<file path="src/rtl/hfr_pkg.sv">
// ----------------------------------------------------------------------------
// hfr_pkg
// Shared constants, types and the CRC-16/X.25 byte step for the HDLC frame
// receiver.
// ----------------------------------------------------------------------------
package hfr_pkg;

  localparam int FRAME_BYTES = 64;
  localparam int ADDR_W      = $clog2(FRAME_BYTES);

  localparam logic [7:0]  FLAG_OCTET    = 8'h7E;
  localparam logic [7:0]  ESC_OCTET     = 8'h7D;
  localparam logic [7:0]  XOR_OCTET     = 8'h20;
  localparam int          OPEN_ZONE     = 9;
  localparam int          TRAILER_BYTES = 3;
  localparam logic [15:0] CRC_INIT      = 16'hFFFF;
  localparam logic [15:0] CRC_POLY_REFL = 16'h8408;

  typedef enum logic [1:0] {
    S_RECV,
    S_CHECK,
    S_EMIT_RD,
    S_EMIT_LD
  } hfr_state_t;

  // Commands from the controller to the datapath.
  typedef struct packed {
    logic rx_accept;
    logic chk_step;
    logic emit_start;
    logic emit_load;
  } dp_cmd_t;

  // Status from the datapath to the controller.
  typedef struct packed {
    logic close_hit;
    logic chk_done;
    logic out_free;
    logic emit_last;
  } dp_sts_t;

  // One byte of reflected CRC-16/X.25, bit by bit.
  function automatic logic [15:0] crc_byte(input logic [15:0] crc_in,
                                           input logic [7:0]  data);
    logic [15:0] c;
    c = crc_in ^ {8'h00, data};
    for (int k = 0; k < 8; k++) begin
      if (c[0]) begin
        c = (c >> 1) ^ CRC_POLY_REFL;
      end else begin
        c = c >> 1;
      end
    end
    return c;
  endfunction

endpackage

</file>
<file path="src/rtl/hfr_rx_if.sv">
// ----------------------------------------------------------------------------
// hfr_rx_if
// Valid/ready channel that carries one received line byte per item.
// ----------------------------------------------------------------------------
interface hfr_rx_if;
  logic       valid;
  logic       ready;
  logic [7:0] rx_byte;

  modport source (output valid, output rx_byte, input ready);
  modport sink   (input valid, input rx_byte, output ready);
endinterface

</file>
<file path="src/rtl/hfr_out_if.sv">
// ----------------------------------------------------------------------------
// hfr_out_if
// Valid/ready channel that carries one content byte of a closed frame per item.
// ----------------------------------------------------------------------------
interface hfr_out_if;
  logic       valid;
  logic       ready;
  logic [7:0] out_byte;
  logic       frame_ok;
  logic       last_byte;

  modport source (output valid, output out_byte, output frame_ok, output last_byte,
                  input ready);
  modport sink   (input valid, input out_byte, input frame_ok, input last_byte,
                  output ready);
endinterface

</file>
<file path="src/rtl/hfr_ram.sv">
// ----------------------------------------------------------------------------
// hfr_ram
// Generic single-write, single-read RAM with registered read data.
// ----------------------------------------------------------------------------
module hfr_ram #(
  parameter int WIDTH = 8,
  parameter int DEPTH = 64
) (
  input  logic                     clk,
  input  logic                     wr_en,
  input  logic [$clog2(DEPTH)-1:0] wr_addr,
  input  logic [WIDTH-1:0]         wr_data,
  input  logic [$clog2(DEPTH)-1:0] rd_addr,
  output logic [WIDTH-1:0]         rd_data
);

  logic [WIDTH-1:0] mem [DEPTH];

  always_ff @(posedge clk) begin
    if (wr_en) begin
      mem[wr_addr] <= wr_data;
    end
    rd_data <= mem[rd_addr];
  end

endmodule

</file>
<file path="src/rtl/hfr_datapath.sv">
// ----------------------------------------------------------------------------
// hfr_datapath
// Frame store, byte unstuffing, FCS check pass and the result register.
// ----------------------------------------------------------------------------
module hfr_datapath import hfr_pkg::*; (
  input  logic        clk,
  input  logic        rst,
  input  logic [7:0]  rx_byte,
  input  dp_cmd_t     cmd,
  output dp_sts_t     sts,
  input  logic        res_ready,
  output logic        res_valid,
  output logic [7:0]  out_byte,
  output logic        frame_ok,
  output logic        last_byte
);

  localparam logic [ADDR_W-1:0] POS_LAST = ADDR_W'(FRAME_BYTES - 1);
  localparam logic [ADDR_W-1:0] POS_OPEN = ADDR_W'(OPEN_ZONE);
  localparam logic [ADDR_W-1:0] POS_ONE  = ADDR_W'(1);

  logic [ADDR_W-1:0] wp, wp_next;
  logic              esc, esc_next;
  logic [ADDR_W-1:0] end_pos;
  logic [ADDR_W-1:0] rd_ptr;
  logic [ADDR_W-1:0] chk_addr;
  logic              chk_vld;
  logic [15:0]       crc;
  logic [7:0]        fcs_lo;
  logic              ok;

  logic              wr_en;
  logic [7:0]        wr_data;
  logic [7:0]        rd_data;
  logic              store;
  logic              flag_hit;
  logic [ADDR_W-1:0] content_len;
  logic              chk_last;

  hfr_ram #(
    .WIDTH(8),
    .DEPTH(FRAME_BYTES)
  ) u_store (
    .clk    (clk),
    .wr_en  (wr_en),
    .wr_addr(wp),
    .wr_data(wr_data),
    .rd_addr(rd_ptr),
    .rd_data(rd_data)
  );

  assign flag_hit    = (rx_byte == FLAG_OCTET) && !esc;
  assign content_len = end_pos - ADDR_W'(TRAILER_BYTES);
  assign chk_last    = chk_vld && (chk_addr == end_pos - POS_ONE);

  assign sts.close_hit = flag_hit && (wp >= POS_OPEN);
  assign sts.chk_done  = chk_last;
  assign sts.out_free  = !res_valid || res_ready;
  assign sts.emit_last = (rd_ptr == content_len);

  // Receive path: flags near the frame start are data (a repeated flag at
  // position 1 is dropped), escapes only count once the open zone is passed.
  always_comb begin
    store    = 1'b0;
    wr_data  = rx_byte;
    wp_next  = wp;
    esc_next = esc;
    if (cmd.rx_accept) begin
      if (flag_hit) begin
        store = (wp != POS_ONE) && (wp < POS_OPEN);
      end else if (esc) begin
        store    = 1'b1;
        wr_data  = rx_byte ^ XOR_OCTET;
        esc_next = 1'b0;
      end else if ((rx_byte == ESC_OCTET) && (wp >= POS_OPEN)) begin
        esc_next = 1'b1;
      end else begin
        store = 1'b1;
      end
    end
    if (store) begin
      if (wp == POS_LAST) begin
        wp_next  = '0;
        esc_next = 1'b0;
      end else begin
        wp_next = wp + POS_ONE;
      end
    end
    if (cmd.rx_accept && sts.close_hit) begin
      wp_next = '0;
    end
    wr_en = store;
  end

  always_ff @(posedge clk) begin
    if (rst) begin
      wp  <= '0;
      esc <= 1'b0;
    end else begin
      wp  <= wp_next;
      esc <= esc_next;
    end
  end

  // Read pointer sweeps the store twice: once for the check, once to emit.
  always_ff @(posedge clk) begin
    if (rst) begin
      chk_vld <= 1'b0;
    end else if (cmd.rx_accept && sts.close_hit) begin
      chk_vld <= 1'b0;
    end else if (cmd.chk_step && !cmd.emit_start) begin
      chk_vld <= (rd_ptr != end_pos);
    end
  end

  always_ff @(posedge clk) begin
    if (cmd.rx_accept && sts.close_hit) begin
      end_pos <= wp;
      rd_ptr  <= POS_ONE;
      crc     <= CRC_INIT;
    end else if (cmd.emit_start) begin
      rd_ptr <= POS_ONE;
    end else if (cmd.chk_step) begin
      chk_addr <= rd_ptr;
      if (rd_ptr != end_pos) begin
        rd_ptr <= rd_ptr + POS_ONE;
      end
    end else if (cmd.emit_load) begin
      rd_ptr <= rd_ptr + POS_ONE;
    end

    if (cmd.chk_step && chk_vld) begin
      if (chk_addr <= content_len) begin
        crc <= crc_byte(crc, rd_data);
      end
      if (chk_addr == end_pos - ADDR_W'(2)) begin
        fcs_lo <= rd_data;
      end
      // The high FCS byte is the last one read; the CRC is final by then.
      if (chk_last) begin
        ok <= ((crc ^ 16'hFFFF) == {rd_data, fcs_lo});
      end
    end
  end

  always_ff @(posedge clk) begin
    if (rst) begin
      res_valid <= 1'b0;
    end else if (cmd.emit_load) begin
      res_valid <= 1'b1;
    end else if (res_ready) begin
      res_valid <= 1'b0;
    end
  end

  always_ff @(posedge clk) begin
    if (cmd.emit_load) begin
      out_byte  <= rd_data;
      frame_ok  <= ok;
      last_byte <= sts.emit_last;
    end
  end

endmodule

</file>
<file path="src/rtl/hfr_controller.sv">
// ----------------------------------------------------------------------------
// hfr_controller
// Sequencer for receive, check and emit phases of a frame.
// ----------------------------------------------------------------------------
module hfr_controller import hfr_pkg::*; (
  input  logic    clk,
  input  logic    rst,
  input  logic    rx_valid,
  output logic    rx_ready,
  input  dp_sts_t sts,
  output dp_cmd_t cmd
);

  hfr_state_t state, state_next;

  always_ff @(posedge clk) begin
    if (rst) begin
      state <= S_RECV;
    end else begin
      state <= state_next;
    end
  end

  always_comb begin
    state_next = state;
    unique case (state)
      S_RECV: begin
        if (rx_valid && sts.close_hit) begin
          state_next = S_CHECK;
        end
      end
      S_CHECK: begin
        if (sts.chk_done) begin
          state_next = S_EMIT_RD;
        end
      end
      S_EMIT_RD: begin
        state_next = S_EMIT_LD;
      end
      S_EMIT_LD: begin
        if (sts.out_free) begin
          state_next = sts.emit_last ? S_RECV : S_EMIT_RD;
        end
      end
      default: begin
        state_next = S_RECV;
      end
    endcase
  end

  always_comb begin
    rx_ready       = 1'b0;
    cmd.rx_accept  = 1'b0;
    cmd.chk_step   = 1'b0;
    cmd.emit_start = 1'b0;
    cmd.emit_load  = 1'b0;
    unique case (state)
      S_RECV: begin
        rx_ready      = 1'b1;
        cmd.rx_accept = rx_valid;
      end
      S_CHECK: begin
        cmd.chk_step   = 1'b1;
        cmd.emit_start = sts.chk_done;
      end
      S_EMIT_RD: begin
      end
      S_EMIT_LD: begin
        cmd.emit_load = sts.out_free;
      end
      default: begin
      end
    endcase
  end

endmodule

</file>
<file path="src/rtl/hdlc_frame_receiver_fcs16.sv">
// ----------------------------------------------------------------------------
// hdlc_frame_receiver_fcs16
// HDLC deframer with byte unstuffing and CRC-16/X.25 frame check.
//
//   Channel   Direction  Payload                          Item
//   rx        in         rx_byte[7:0]                     one line byte
//   res       out        out_byte[7:0], frame_ok,         one content byte
//                        last_byte
//
// Line bytes are taken one per cycle while a frame is being received.
// A closing flag at position p starts a check pass through the single read
// port of the frame store, then each of the p-3 content bytes goes through
// a store read, then a result register load.
// Input is held off from the closing flag until the last result is loaded.
// Reset is synchronous; no store clearing pass is needed.
// Stalls on the result side hold the emit sequence in place.
// ----------------------------------------------------------------------------
module hdlc_frame_receiver_fcs16 import hfr_pkg::*; (
  input logic   clk,
  input logic   rst,
  hfr_rx_if.sink    rx,
  hfr_out_if.source res
);

  dp_cmd_t cmd;
  dp_sts_t sts;

  hfr_controller u_ctrl (
    .clk     (clk),
    .rst     (rst),
    .rx_valid(rx.valid),
    .rx_ready(rx.ready),
    .sts     (sts),
    .cmd     (cmd)
  );

  hfr_datapath u_dp (
    .clk      (clk),
    .rst      (rst),
    .rx_byte  (rx.rx_byte),
    .cmd      (cmd),
    .sts      (sts),
    .res_ready(res.ready),
    .res_valid(res.valid),
    .out_byte (res.out_byte),
    .frame_ok (res.frame_ok),
    .last_byte(res.last_byte)
  );

endmodule

</file>
<file path="src/flat_wrapper.sv">
// flat-port wrapper written by rule: the top's interface ports become plain ports
module hdlc_frame_receiver_fcs16_flat import hfr_pkg::*;
  (clk, rst, rx_valid, rx_rx_byte, rx_ready, res_valid, res_out_byte, res_frame_ok, res_last_byte, res_ready);
  hfr_rx_if rx_i ();
  hfr_out_if res_i ();
  input logic clk;
  input logic rst;
  input wire logic [$bits(rx_i.valid)-1:0] rx_valid;
  input wire logic [$bits(rx_i.rx_byte)-1:0] rx_rx_byte;
  output wire logic [$bits(rx_i.ready)-1:0] rx_ready;
  output wire logic [$bits(res_i.valid)-1:0] res_valid;
  output wire logic [$bits(res_i.out_byte)-1:0] res_out_byte;
  output wire logic [$bits(res_i.frame_ok)-1:0] res_frame_ok;
  output wire logic [$bits(res_i.last_byte)-1:0] res_last_byte;
  input wire logic [$bits(res_i.ready)-1:0] res_ready;
  assign rx_i.valid = rx_valid;
  assign rx_i.rx_byte = rx_rx_byte;
  assign rx_ready = rx_i.ready;
  assign res_valid = res_i.valid;
  assign res_out_byte = res_i.out_byte;
  assign res_frame_ok = res_i.frame_ok;
  assign res_last_byte = res_i.last_byte;
  assign res_i.ready = res_ready;
  hdlc_frame_receiver_fcs16 u_core (.clk(clk), .rst(rst), .rx(rx_i), .res(res_i));
endmodule
</file>
<file path="config.mk">
export PLATFORM = sky130hd
export DESIGN_NAME = hdlc_frame_receiver_fcs16_flat
export DESIGN_NICKNAME = d
export VERILOG_FILES = /design/src/rtl/hfr_pkg.sv /design/src/rtl/hfr_rx_if.sv /design/src/rtl/hfr_out_if.sv /design/src/rtl/hfr_ram.sv /design/src/rtl/hfr_datapath.sv /design/src/rtl/hfr_controller.sv /design/src/rtl/hdlc_frame_receiver_fcs16.sv /design/src/flat_wrapper.sv
export SDC_FILE = /design/constraint.sdc
export NUM_CORES = 1
export LEC_CHECK = 0
export BUFFER_PORTS_ARGS = -buffer_cell sky130_fd_sc_hd__buf_2
export CAP_MARGIN = 20
export CORE_MARGIN = 3
export CORE_UTILIZATION = 30
export DETAILED_ROUTE_END_ITERATION = 6
export PLACE_DENSITY = 0.44
export SLEW_MARGIN = 20
export SYNTH_ARGS = -nofsm -noshare
export SYNTH_HDL_FRONTEND = slang
export SYNTH_SLANG_ARGS = --single-unit
</file>
<file path="constraint.sdc">
create_clock -name clk -period 10.1 [get_ports clk]
set_clock_uncertainty 0.1 [all_clocks]
set_input_delay 0.505 -clock clk [delete_from_list [all_inputs] [get_ports clk]]
set_output_delay 0.505 -clock clk [all_outputs]
set_load 0.01 [all_outputs]
</file>
# --- After elaboration in Yosys (flattened, before gate mapping) ---
# Memory sizes are Yosys's and may differ from the RTL's. A register that Yosys moved wholly into a read port is not among the register bits.
# Index checks and enable logic that the tools add are counted.
op_classes:
  addsub: 5
  magnitude_cmp: 3
  eq_ne: 16
  n_mux: 55
  bitwise: 13
  reduce_logical: 23
op_table:
  columns: ["cell", "count"]
  rows:
  - ["2-to-1 mux 16 bit", 25]
  - ["2-to-1 mux 6 bit", 7]
  - ["inverter 2 -> 3 bit", 8]
  - ["equality test 6 bit", 3]
  - ["2-to-1 mux 1 bit", 17]
  - ["equality test 16 bit", 1]
  - ["equality test 8 x 7 -> 1 bit (second input constant)", 2]
  - ["inverter 16 bit", 1]
  - ["bitwise XOR 16 x 8 -> 16 bit", 1]
  - ["adder 6 x 1 -> 6 bit (second input constant)", 2]
  - ["subtractor 6 x 2 -> 6 bit (second input constant)", 2]
  - ["2-to-1 mux 2 bit", 5]
  - ["logical AND 1 bit", 9]
  - ["one-hot mux 2 bit (4 select lines)", 1]
  - ["equality test 6 bit (second input constant)", 1]
  - ["greater-or-equal comparator 6 x 4 -> 1 bit (second input constant)", 1]
  - ["less-or-equal comparator 6 bit", 1]
  - ["less-than comparator 6 x 4 -> 1 bit (second input constant)", 1]
  - ["inequality test 2 bit (second input constant)", 3]
  - ["inequality test 6 x 1 -> 1 bit (second input constant)", 1]
  - ["inequality test 6 bit", 1]
  - ["AND reduction 2 bit", 3]
  - ["AND reduction 3 bit", 2]
  - ["subtractor 6 x 1 -> 6 bit (second input constant)", 1]
  - ["9 further kinds", 16]
word_totals:
  regBits: 64
  ramBits: 512
  output_inout_bits: 12
  elab_cells: 130
  n_memories: 1
memory_table:
  columns: ["name", "depth", "width", "rd", "rd_ports_with_merged_regs", "wr", "line", "source"]
  rows:
  - ["u_core.u_dp.u_store.mem", 64, 8, 1, 1, 1, "hfr_ram.sv:17", "logic [WIDTH-1:0] mem [DEPTH];"]

# --- Longest topological paths before layout ---
# Gate-level depths: netlist of the first run.
depth:
  word_depth: 34
  mapped_depth: 13

# --- By module ---
# From an unflattened synthesis of the first run, not the netlist that was laid out.
unflattened:
  cells_unflattened: 1302
  hier_area_um2: 23881.7
modules_own_cells:
  columns: ["mod", "instances", "cells_per_inst", "area_each_um2"]
  rows:
  - ["hfr_ram", 1, 940, 20166.8]
  - ["hfr_datapath", 1, 348, 3584.7]
  - ["hfr_controller", 1, 14, 130.1]

# --- Worst setup path after synthesis of the first run ---
# No wires, ideal clock.
synth_timing:
  kind: "register -> register"
  startpoint: "register u_core.u_ctrl.state[1]"
  endpoint: "memory u_core.u_dp.u_store.mem[0][5] (data pin)"
  arrival_ns: 2.724
  required_ns: 9.431
  slack_ns: 6.707
  path_stages_with_launch: 5
  path_buffers: 0
  cell_sequence: "dfxtp_1 > nor2_1 > and2_1 > nand2_1 > xnor2_1"
synth_between:
  elab_chain_cells: 3
synth_lines:
  columns: ["item", "line", "source"]
  rows:
  - ["from (decl)", "hfr_controller.sv:14", "hfr_state_t state, state_next;"]
  - ["from (signal assigned)", "hfr_controller.sv:20", "state <= state_next;"]
  - ["logical NOT 2 bit", "hfr_controller.sv:57", "unique case (state)"]
  - ["2-to-1 mux 1 bit", "hfr_controller.sv:57", null]
  - ["2-to-1 mux 6 bit", "hfr_datapath.sv:68", "if (cmd.rx_accept) begin"]
  - ["via u_core.u_dp.u_store.wr_data[5]", "hfr_ram.sv:12", "input logic [WIDTH-1:0] wr_data,"]
  - ["to (decl)", "hfr_ram.sv:17", null]
# The timed path passes the listed nets, and every way through them passes these cells.

==> flow_summary_export.csv, run 1 <==
group,metric,value,unit
synthesis,ys_types,68,
route,antenna_left,0,
die,fp.coreArea,77600,µm²
min_path,min-delay-start,"rst",
critical_path,crit_arrival,4.36,ns
min_path,hold_depth,2,
cts,cts_hold_buf,0,
sta,relSlewSlack,0.314,
final_layout,fin_cells,2424,
sta,max_freq,246,MHz
route,vias,11800,
synthesis,synthFlopType,"edfxtp_1",
sta,setup_viol,0,
critical_path,crit_chain,"buf_4, buf_4, mux4_2, mux2i_1, nor2_1, a2111oi_0, nor3_1",
synthesis,synth_async_sr_flop_share,0,
final_layout,syn_to_final_growth,14.4,%
sta,drv_slew,0,
die,start_util,0.303,
route,viasPerCell,4.87,
cts,clkSlewWorstSetupHoldPaths,0.06,ns
sta,fin_crit,4.06,ns
critical_path,worst_path_largest_cell_delay,0.69,ns
pwr,peakVddDrop,0.000119,V
place,dpl.hpwl,37.7,mm
synthesis,syn_avg_cell_area,18.3,µm²
die,fp.dieH,286,µm
route,dr.pass1.iters,5,
synthesis,synth_area_leaders,"edfxtp_1 69%, mux4_2 9.8%, mux2i_1 3.7%, dfxtp_1 3.5%, nor2_1 1.8%",
cts,cts.sinks,584,
synthesis,synth_top_cell_area_share,0.693,
route,drt_wl_total,60.9,mm
synthesis,syn_inst,1285,
pwr,leakagePower,8.52,nW
cts,cts_resized,0,
final_layout,final_cell_mix,"543 x edfxtp_1, 110 x nor2_1, 102 x mux4_2",
cts,cts-htree-levels,3,
global_routing,grt_pass1_vias,12200,
cts,cts_buffers,67,
synthesis,synth_fa_ha_area_frac,0.00798,
cts,clockBufferDepth,3,
pwr,power,6.01,mW
min_path,hold_end,"u_core.u_dp.res_valid",
global_routing,globalRoute.totalOverflow,0,
synthesis,synth_xor_area_frac,0.0280,
final_layout,nets,1360,
min_path,hold_path_class,"in -> reg",
sta,worst_pin_slew,1.03,ns
die,die_area,81800,µm²
die,die_width,286,µm
global_routing,antenna_found_initial,2,
synthesis,synth-compound-area-share,0.0416,
global_routing,grt_use_total,0.150,
synthesis,ys_seq_elements,584,
synthesis,synth_mux_area_frac,0.136,
critical_path,crit_type,"reg -> reg",
critical_path,cp-end-kind,"flip-flop",
synthesis,yosys_warnings,0,
global_routing,grt_start_max_net_pins,66,
synthesis,synthSimpleGateAreaFrac,0.0420,
critical_path,reg2reg_to,"u_core.u_dp.u_store.rd_data[1]",
place,io_buffers,23,
sta,fin_crit_sh,0.402,
critical_path,startpoint_type,"flip-flop",
final_layout,drive_above_1_share,0.196,
route,drc,0,
synthesis,yosysSeqAreaShare,0.728,
route,drt_iter0_markers,1048,
final_layout,layout_commonest_cell,"edfxtp_1",
cts,cts_setup_buffers,0,
critical_path,timing.rr.start,"u_core.u_dp.rd_ptr[0]",
critical_path,r2r_slack,6.04,ns
die,row_count,102,
route,post_drt_wl_per_cell,25.1,µm
synthesis,yosysTopAreaCell,"edfxtp_1",
sta,rsz0062_at_grt,"no",
critical_path,setup.worst_path.start,"u_core.u_dp.rd_ptr[0]",
critical_path,cpMaxStageDelayCell,"buf_4",
place,dp_cells,2304,
pwr,cellPowerDensity,224,nW/µm²
global_routing,grt_first_pass_wirelength,88.8,mm
synthesis,synth_top_family_by_area,"multiplexers",
sta,finalSetupTns,0,ns
place,gp_congestion,0.749,
critical_path,critPathRequiredTime,10.41,ns
cts,cts_tree,"yes",
synthesis,synth-edff-count,543,
cts,insertion_delay,0.60,ns
cts,cts_root_buffer,"clkbuf_16",
critical_path,worstPathMaxFanout,34,
synthesis,syn_nets,1312,
sta,finalHoldViolations,0,
job,max_cap_viol_count,0,
status,outcome,"completed",
critical_path,crit_path_frequent_cell,"buf_4",
die,io_pins,24,
critical_path,r2r_cells,7,
synthesis,synth_area,23500,µm²
per-layer routing:
layer  wire length, µm  GRT usage
met4              1280     0.0448
met3              3360     0.0312
met2             28500      0.235
met1             27700      0.210
met5                 0          0
cell usage after synthesis, types with 8 or more instances:
cell       count
ha_1          15
xnor2_1       33
dfxtp_1       41
buf_2         28
o21ai_0       15
mux4_2       102
nand2b_1       8
o22ai_1       19
a22o_1         8
a21oi_1       19
edfxtp_1     543
a211oi_1      20
xor2_1        39
a22oi_1       15
nor2_1       111
nand2_1       24
nor2b_1        9
clkbuf_1      25
a2111oi_0      8
mux2i_1       88
inv_1         11
cells by family (layout without fill, tap and decap cells):
| group | Yosys count | count (layout) |
|---|---|---|
| xor gates and xnor gates | 73 | 73 |
| adders and majority gates | 15 | 15 |
| and+or+nand+nor | 207 | 207 |
| other | 0 | 1 |
| buffers and inverters | 80 | 178 |
| DFF | 584 | 584 |
| AOI/OAI and AO/OA | 135 | 135 |
| muxes | 191 | 191 |
worst max-delay path, delay by kind of cell (launching register included):
kind | cells | cell delay [ns]
AO/OA/AOI/OAI | 1 | 0.64
AND/OR/NAND/NOR | 2 | 0.30
multiplexers | 2 | 0.77
buffers and inverters | 2 | 1.34
flip-flops | 1 | 0.65
area by class of cell:
class	instances	area [µm²]
Multi-Input combinational cell	621	6020
Sequential cell	584	17100
Clock inverter	33	274
Fill cell	7372	50700
Inverter	11	41.3
Tap cell	1040	1300
Timing Repair Buffer	48	303
Clock buffer	86	1820
Antenna cell	1	2.50
flip-flops by register name, summed over array words and instances, names as in the netlist:
signal,cells
u_core.u_ctrl.state,2
u_core.u_dp.esc,1
u_core.u_dp.end_pos,6
u_core.u_dp.fcs_lo,8
u_core.u_dp.ok,1
u_core.u_dp.rd_ptr,6
u_core.u_dp.u_store.mem,512
u_core.u_dp.wp,6
u_core.u_dp.chk_addr,6
u_core.u_dp.frame_ok,1
u_core.u_dp.last_byte,1
u_core.u_dp.out_byte,8
u_core.u_dp.res_valid,1
u_core.u_dp.u_store.rd_data,8
u_core.u_dp.crc,16
u_core.u_dp.chk_vld,1
how the worst max path moves through the flow:
stage	end	slack, ns	cells after the start
3_5_place_dp	u_core.u_dp.u_store.rd_data[1]	5.95	7
3_3_place_gp	u_core.u_dp.u_store.rd_data[1]	5.94	7
5_1_grt	u_core.u_dp.u_store.rd_data[1]	5.70	7
4_1_cts	u_core.u_dp.u_store.rd_data[1]	5.94	7
6_report	u_core.u_dp.u_store.rd_data[1]	6.04	7
2_1_floorplan	u_core.u_dp.u_store.mem[0][5]	6.71	4
report_power, final:
| group | switching, mW | internal (mW) | total [mW] |
|---|---|---|---|
| logic | 0.498 | 0.408 | 0.907 |
| clock network | 0.951 | 1.38 | 2.33 |
| registers | 0.0967 | 2.68 | 2.78 |
| total | 1.55 | 4.47 | 6.01 |
metrics by stage:
stage / util / hold slack (ns) / setup WS [ns] / instance area [µm²]
after global routing: 0.347 / 0.0651 / 5.70 / 26900
after detailed placement: 0.320 / 0.314 / 5.95 / 24800
after CTS: 0.347 / 0.0164 / 5.94 / 26900
after global placement: 0.320 / 0.306 / 5.94 / 24800
after floorplan: - / 0.300 / 6.71 / 23500
final: 0.347 / 0.0673 / 6.04 / 26900
(Power assumes the default switching activity.)
==> run 2, diff against run 1 <==
Clock period 10.1 ns to 3.8 ns, I/O delays scaled along.
==> run 2 against run 1 <==
Net effect: final cell count is 3.9% higher; total power grew to 2.7 times the previous value; critical endpoint is now u_core.u_dp.crc[2]; utilization is 0.95 points higher; setup slack worse by 5.6 ns.
==> flow_summary_export.csv, run 2 (synthesis gave the netlist of run 1 again) <==
group,metric,value,unit
critical_path,crit_chain,"inv_1, ha_1, a21oi_1, nor3b_1, xnor2_1, ha_1, and3_1, a221o_1, a21boi_2, buf_4, mux2i_1",
critical_path,worstPathMaxFanout,9,
route,antenna_left,0,
route,viasPerCell,4.85,
global_routing,grt_start_max_net_pins,65,
critical_path,endpoint,"u_core.u_dp.crc[2]",
final_layout,largest_registers,"u_core.u_dp.u_store.mem: 512 flops, u_core.u_dp.crc: 16 flops",
final_layout,top_register,"u_core.u_dp.u_store.mem",
global_routing,antenna_found_initial,4,
critical_path,crit_arrival,3.73,ns
final_layout,largest_register_ffs,512,
route,drt_iter0_markers,884,
critical_path,critPathRequiredTime,4.20,ns
cts,clkSlewWorstSetupHoldPaths,0.06,ns
global_routing,grt_first_pass_wirelength,90.8,mm
sta,relSlewSlack,0.442,
die,start_util,0.303,
sta,drv_slew,0,
sta,finalSetupTns,0,ns
final_layout,nets,1458,
sta,max_freq,300,MHz
pwr,cellPowerDensity,578,nW/µm²
die,die_area,81800,µm²
critical_path,reg2reg_to,"u_core.u_dp.crc[2]",
final_layout,drive_above_1_share,0.237,
pwr,power,16.0,mW
place,io_buffers,23,
die,die_width,286,µm
route,dr.pass1.iters,4,
route,drt_wl_total,62.0,mm
pwr,peakVddDrop,0.000251,V
critical_path,r2r_cells,11,
final_layout,syn_to_final_growth,17.5,%
critical_path,setup.worst_path.start,"u_core.u_dp.end_pos[2]",
die,fp.dieH,286,µm
die,fp.coreArea,77600,µm²
job,max_cap_viol_count,0,
route,post_drt_wl_per_cell,24.6,µm
cts,cts_buffers,66,
cts,cts.sinks,584,
global_routing,globalRoute.totalOverflow,0,
global_routing,grt_use_total,0.153,
critical_path,r2r_slack,0.47,ns
cts,cts_tree,"yes",
min_path,hold_path_class,"in -> reg",
sta,worst_pin_slew,0.836,ns
cts,cts_setup_buffers,0,
cts,cts-htree-levels,3,
critical_path,timing.rr.start,"u_core.u_dp.end_pos[2]",
global_routing,grt_pass1_vias,12500,
place,dpl.hpwl,39.2,mm
critical_path,crit_path_frequent_cell,"ha_1",
critical_path,startpoint_type,"flip-flop",
critical_path,cp-end-kind,"flip-flop",
route,drc,0,
pwr,leakagePower,9.01,nW
sta,fin_crit,3.33,ns
status,outcome,"completed",
final_layout,layout_commonest_cell,"edfxtp_1",
final_layout,fin_util,0.356,
sta,setup_viol,0,
route,vias,12200,
critical_path,worst_path_largest_cell_delay,0.52,ns
critical_path,cpMaxStageDelayCell,"edfxtp_1",
die,row_count,102,
sta,rsz0062_at_grt,"no",
place,gp_congestion,0.764,
cts,insertion_delay,0.58,ns
critical_path,crit_type,"reg -> reg",
sta,finalHoldViolations,0,
sta,fin_crit_sh,0.876,
die,io_pins,24,
final_layout,final_cell_mix,"543 x edfxtp_1, 111 x nor2_1, 111 x buf_4",
cts,clockBufferDepth,3,
cts,cts_root_buffer,"clkbuf_16",
[run 2: critical path: cells and delay by family, from the launching register on]
| kind | cells | cell delay (ns) |
|---|---|---|
| multiplexers | 1 | 0.20 |
| adder cells (fa/ha/maj) | 2 | 0.50 |
| XOR/XNOR | 1 | 0.19 |
| AND/OR/NAND/NOR | 2 | 0.44 |
| flip-flops | 1 | 0.52 |
| AO/OA/AOI/OAI | 3 | 0.88 |
| buffers and inverters | 2 | 0.40 |
[run 2: where the power goes]
group          switching, mW  total, mW  leakage [nW]  internal [mW]
combinational           1.34       2.55          2.81           1.21
clock                   2.46       5.98         0.985           3.52
sequential             0.297       7.43          5.22           7.13
total                   4.10       16.0          9.01           11.9
[run 2: repair_timing]
action | 4_1_cts | 5_1_grt
endpoints found under the hold margin | 17 | 0
gates resized for setup | 0 | 0
hold buffers | 8 | 0
[run 2: cell type report]
| cell class | instances | area [µm²] |
|---|---|---|
| Antenna cell | 1 | 2.50 |
| Inverter | 11 | 41.3 |
| Tap cell | 1040 | 1300 |
| Clock buffer | 82 | 1790 |
| Clock inverter | 32 | 223 |
| Multi-Input combinational cell | 621 | 6020 |
| Timing Repair Buffer | 147 | 1130 |
| Fill cell | 7326 | 50000 |
| Sequential cell | 584 | 17100 |
[run 2: worst min path at each step]
stage                        start                              to  slack, ns  cells after the start
CTS                  rx_rx_byte[5]  u_core.u_dp.u_store.mem[24][5]       0.07                      3
global placement    u_core.u_dp.ok            u_core.u_dp.frame_ok       0.31                      0
floorplan                      rst          u_core.u_ctrl.state[1]       0.15                      1
finish               rx_rx_byte[5]  u_core.u_dp.u_store.mem[27][5]       0.12                      3
global route         rx_rx_byte[5]  u_core.u_dp.u_store.mem[26][5]       0.11                      3
detailed placement  u_core.u_dp.ok            u_core.u_dp.frame_ok       0.31                      0
[run 2: through the flow]
| step | instance area (µm²) | hold WS (ns) | setup slack, ns | std cells |
|---|---|---|---|---|
| final | 27600 | 0.120 | 0.472 | 2518 |
| after global routing | 27600 | 0.113 | 0.120 | 2517 |
| after CTS | 27600 | 0.0691 | 0.437 | 2517 |
| after detailed placement | 25500 | 0.311 | 0.468 | 2395 |
| after global placement | 25500 | 0.310 | 0.470 | 2395 |
| after floorplan | 23500 | 0.155 | 0.407 | 1285 |
[run 2: per-layer routing]
metal	vias to the layer above	wire length (µm)	track usage
li1	5415	-	-
met1	6425	28200	0.213
met2	273	29000	0.242
met3	86	3070	0.0271
met4	2	1720	0.0530
met5	-	13	0
==> run 3, diff against run 2 <==
Settings changed: ABC_AREA set to 1, BUFFER_PORTS_ARGS -buffer_cell sky130_fd_sc_hd__buf_2 to -buffer_cell sky130_fd_sc_hd__buf_4, RECOVER_POWER set to 25.
==> run 3 against run 2 <==
Net effect: critical path depth fell by 2; first-iteration DRC count is 77% higher; hold slack improved by 0.088 ns; synthesized cell count grew 66%; register-to-register slack worse by 0.03 ns; the flow now finishes with violations (max-capacitance violations, max-slew violations); via count is 34% higher; total power decreased by 15%; global-route usage grew 1.8 points; highest routed layer is now met4; critical endpoint is now u_core.u_dp.u_store.mem[9][2]; area after synthesis rose by 4.5%; largest cell class unchanged; setup slack worse by 0.044 ns; sequential power fell by 5.0%.
==> flow_summary_export.csv, run 3 <==
group,metric,value,unit
pwr,leakagePower,9.38,nW
cts,cts_root_buffer,"clkbuf_16",
final_layout,layout_commonest_cell,"edfxtp_1",
place,dp_cells,3140,
final_layout,top_register,"u_core.u_dp.u_store.mem",
critical_path,cp-end-kind,"flip-flop",
final_layout,largest_registers,"u_core.u_dp.u_store.mem: 512 flops, u_core.u_dp.crc: 16 flops",
sta,setup_viol,0,
synthesis,yosys_warnings,0,
die,die_area,85400,µm²
synthesis,synth_async_sr_flop_share,0,
final_layout,fin_cells,3266,
critical_path,critPathRequiredTime,3.93,ns
final_layout,final_cell_mix,"543 x edfxtp_1, 430 x nor2_1, 264 x nand2_1",
final_layout,largest_register_ffs,512,
place,dpl.hpwl,45.5,mm
synthesis,yosysSeqAreaShare,0.697,
synthesis,synth_area_leaders,"edfxtp_1 66%, nor2_1 6.6%, nand2_1 4.0%, o21ai_0 3.6%, dfxtp_1 3.3%",
sta,worst_pin_slew,1.99,ns
route,viasPerCell,5.00,
die,fp.coreArea,80800,µm²
synthesis,yosysTopAreaCell,"edfxtp_1",
cts,cts_resized,0,
die,fp.dieH,292,µm
sta,relSlewSlack,-0.327,
synthesis,synthFlopType,"edfxtp_1",
synthesis,synth_area,24600,µm²
die,die_width,292,µm
status,violations,"max-capacitance violations, max-slew violations",
die,row_count,104,
critical_path,crit_type,"in -> reg",
final_layout,n_antenna_cell,0,
final_layout,nFillCells,8054,
route,drc,0,
global_routing,grt_pass1_vias,16500,
sta,fin_crit,3.37,ns
synthesis,syn_avg_cell_area,11.5,µm²
synthesis,synth_top_cell_area_share,0.664,
pwr,cellPowerDensity,486,nW/µm²
final_layout,nets,2182,
sta,rsz0062_at_grt,"no",
global_routing,grt_first_pass_wirelength,109,mm
critical_path,startpoint_type,"primary input",
synthesis,ys_seq_elements,584,
route,post_drt_wl_per_cell,22.4,µm
sta,max_freq,297,MHz
die,start_util,0.304,
global_routing,grt_start_max_net_pins,175,
cts,cts_tree,"yes",
job,max_cap_viol_count,6,
cts,cts-htree-levels,3,
global_routing,grt_use_total,0.171,
synthesis,syn_inst,2129,
synthesis,ys_types,41,
synthesis,synth_common_cells,"543 x edfxtp_1, 430 x nor2_1, 264 x nand2_1, 179 x o21ai_0, 141 x nand3_1",
synthesis,synth-edff-count,543,
place,post-place-ws,0.618,ns
cts,cts_buffers,68,
cts,clockBufferDepth,3,
sta,fin_crit_sh,0.887,
critical_path,setup.worst_path.start,"rx_rx_byte[0]",
sta,whs,0.207,ns
final_layout,syn_to_final_growth,14.0,%
min_path,hold_path_class,"in -> reg",
pwr,peakVddDrop,0.000288,V
route,drt_wl_total,73.3,mm
global_routing,antenna_found_initial,1,
sta,timing.final.ws_setup,0.428,ns
final_layout,seq_area,17100,µm²
sta,finalHoldViolations,0,
route,drt_iter0_markers,1564,
place,gp_congestion,0.864,
route,antenna_left,0,
cts,clkSlewWorstSetupHoldPaths,0.06,ns
critical_path,timing.rr.start,"u_core.u_dp.rd_ptr[1]",
synthesis,synth_most_common_cell,"edfxtp_1",
min_path,min-delay-start,"rx_rx_byte[5]",
final_layout,fin_util,0.347,
route,vias,16300,
die,io_pins,24,
cts,cts.sinks,584,
sta,drv_slew,166,
status,outcome,"finished, violations left",
final_layout,drive_above_1_share,0.0802,
cts,insertion_delay,0.61,ns
synthesis,syn_nets,2156,
sta,finalSetupTns,0,ns
final_layout,multi_input_area,6520,µm²
critical_path,worstPathMaxFanout,14,
route,dr.pass1.iters,5,
place,io_buffers,23,
global_routing,globalRoute.totalOverflow,0,
critical_path,crit_arrival,3.50,ns
[run 3: cell count changes after synthesis, moves of 70 or more]
cell,previous run,this run
nand3_1,7,141
o21ai_1,0,70
mux4_2,102,0
mux2i_1,88,1
o21ai_0,15,179
inv_1,11,85
nor2_1,111,430
nand2_1,24,264
[run 3: cells by family after synthesis]
group	count (synthesis)	share of synthesized area
XOR/XNOR	52	0.0185
buffers and inverters	203	0.0387
AND/OR/NAND/NOR	881	0.149
multiplexers	1	0.000407
adder cells (fa/ha/maj)	15	0.00764
flip-flops	584	0.697
AO/OA/AOI/OAI	393	0.0888
[run 3: power by group]
| group | leakage, nW | internal [mW] | switching, mW |
|---|---|---|---|
| sequential | 5.21 | 7.05 | 0.0140 |
| clock | 1.03 | 3.67 | 2.59 |
| combinational | 3.14 | 0.0479 | 0.243 |
| total | 9.38 | 10.8 | 2.84 |
[run 3: worst paths after layout]
path	slack, ns	depth (start not counted)	to
setup / recovery	0.43	9	u_core.u_dp.u_store.mem[9][2]
hold / removal	0.21	3	u_core.u_dp.u_store.mem[46][5]
setup reg to reg	0.44	8	u_core.u_dp.u_store.rd_data[2]
hold reg to reg	0.33	0	u_core.u_dp.frame_ok
[run 3: timing repair]
item	4_1_cts	5_1_grt
buffers inserted	0	0
endpoints found under the hold margin	21	0
hold buffers	5	0
[run 3: cell type report]
cell class                 count  area share
sequential                   584       0.612
tap                         1060      0.0474
timing repair buffer          66      0.0194
inverter                      93      0.0128
clock buffer                  88      0.0664
multi-input combinational   1342       0.233
clock inverter                33     0.00965
[run 3: metrics by stage]
stage / power [mW] / instance area, µm²
3_5_place_dp: 7.50 / 25900
2_1_floorplan: 7.28 / 24600
4_1_cts: 13.8 / 28100
3_3_place_gp: 7.50 / 25900
6_report: 13.6 / 28000
5_1_grt: 14.0 / 28000
[run 3: per-layer routing]
layer / wire, µm / share of wire / GRT usage
met1: 33600 / 0.46 / 0.240
met2: 34100 / 0.46 / 0.276
met3: 4100 / 0.056 / 0.0314
met4: 1550 / 0.021 / 0.0430
met5: 0 / 0 / 0
[run 3: worst max-delay path: stages]
cell	delay [ns]
dlygate4sd3_1	0.53
clkbuf_1	0.96
nor2_1	0.11
nand3_1	0.15
o21bai_2	0.21
nand2_4	0.15
inv_6	0.14
nand2_2	0.34
nor2_1	0.71
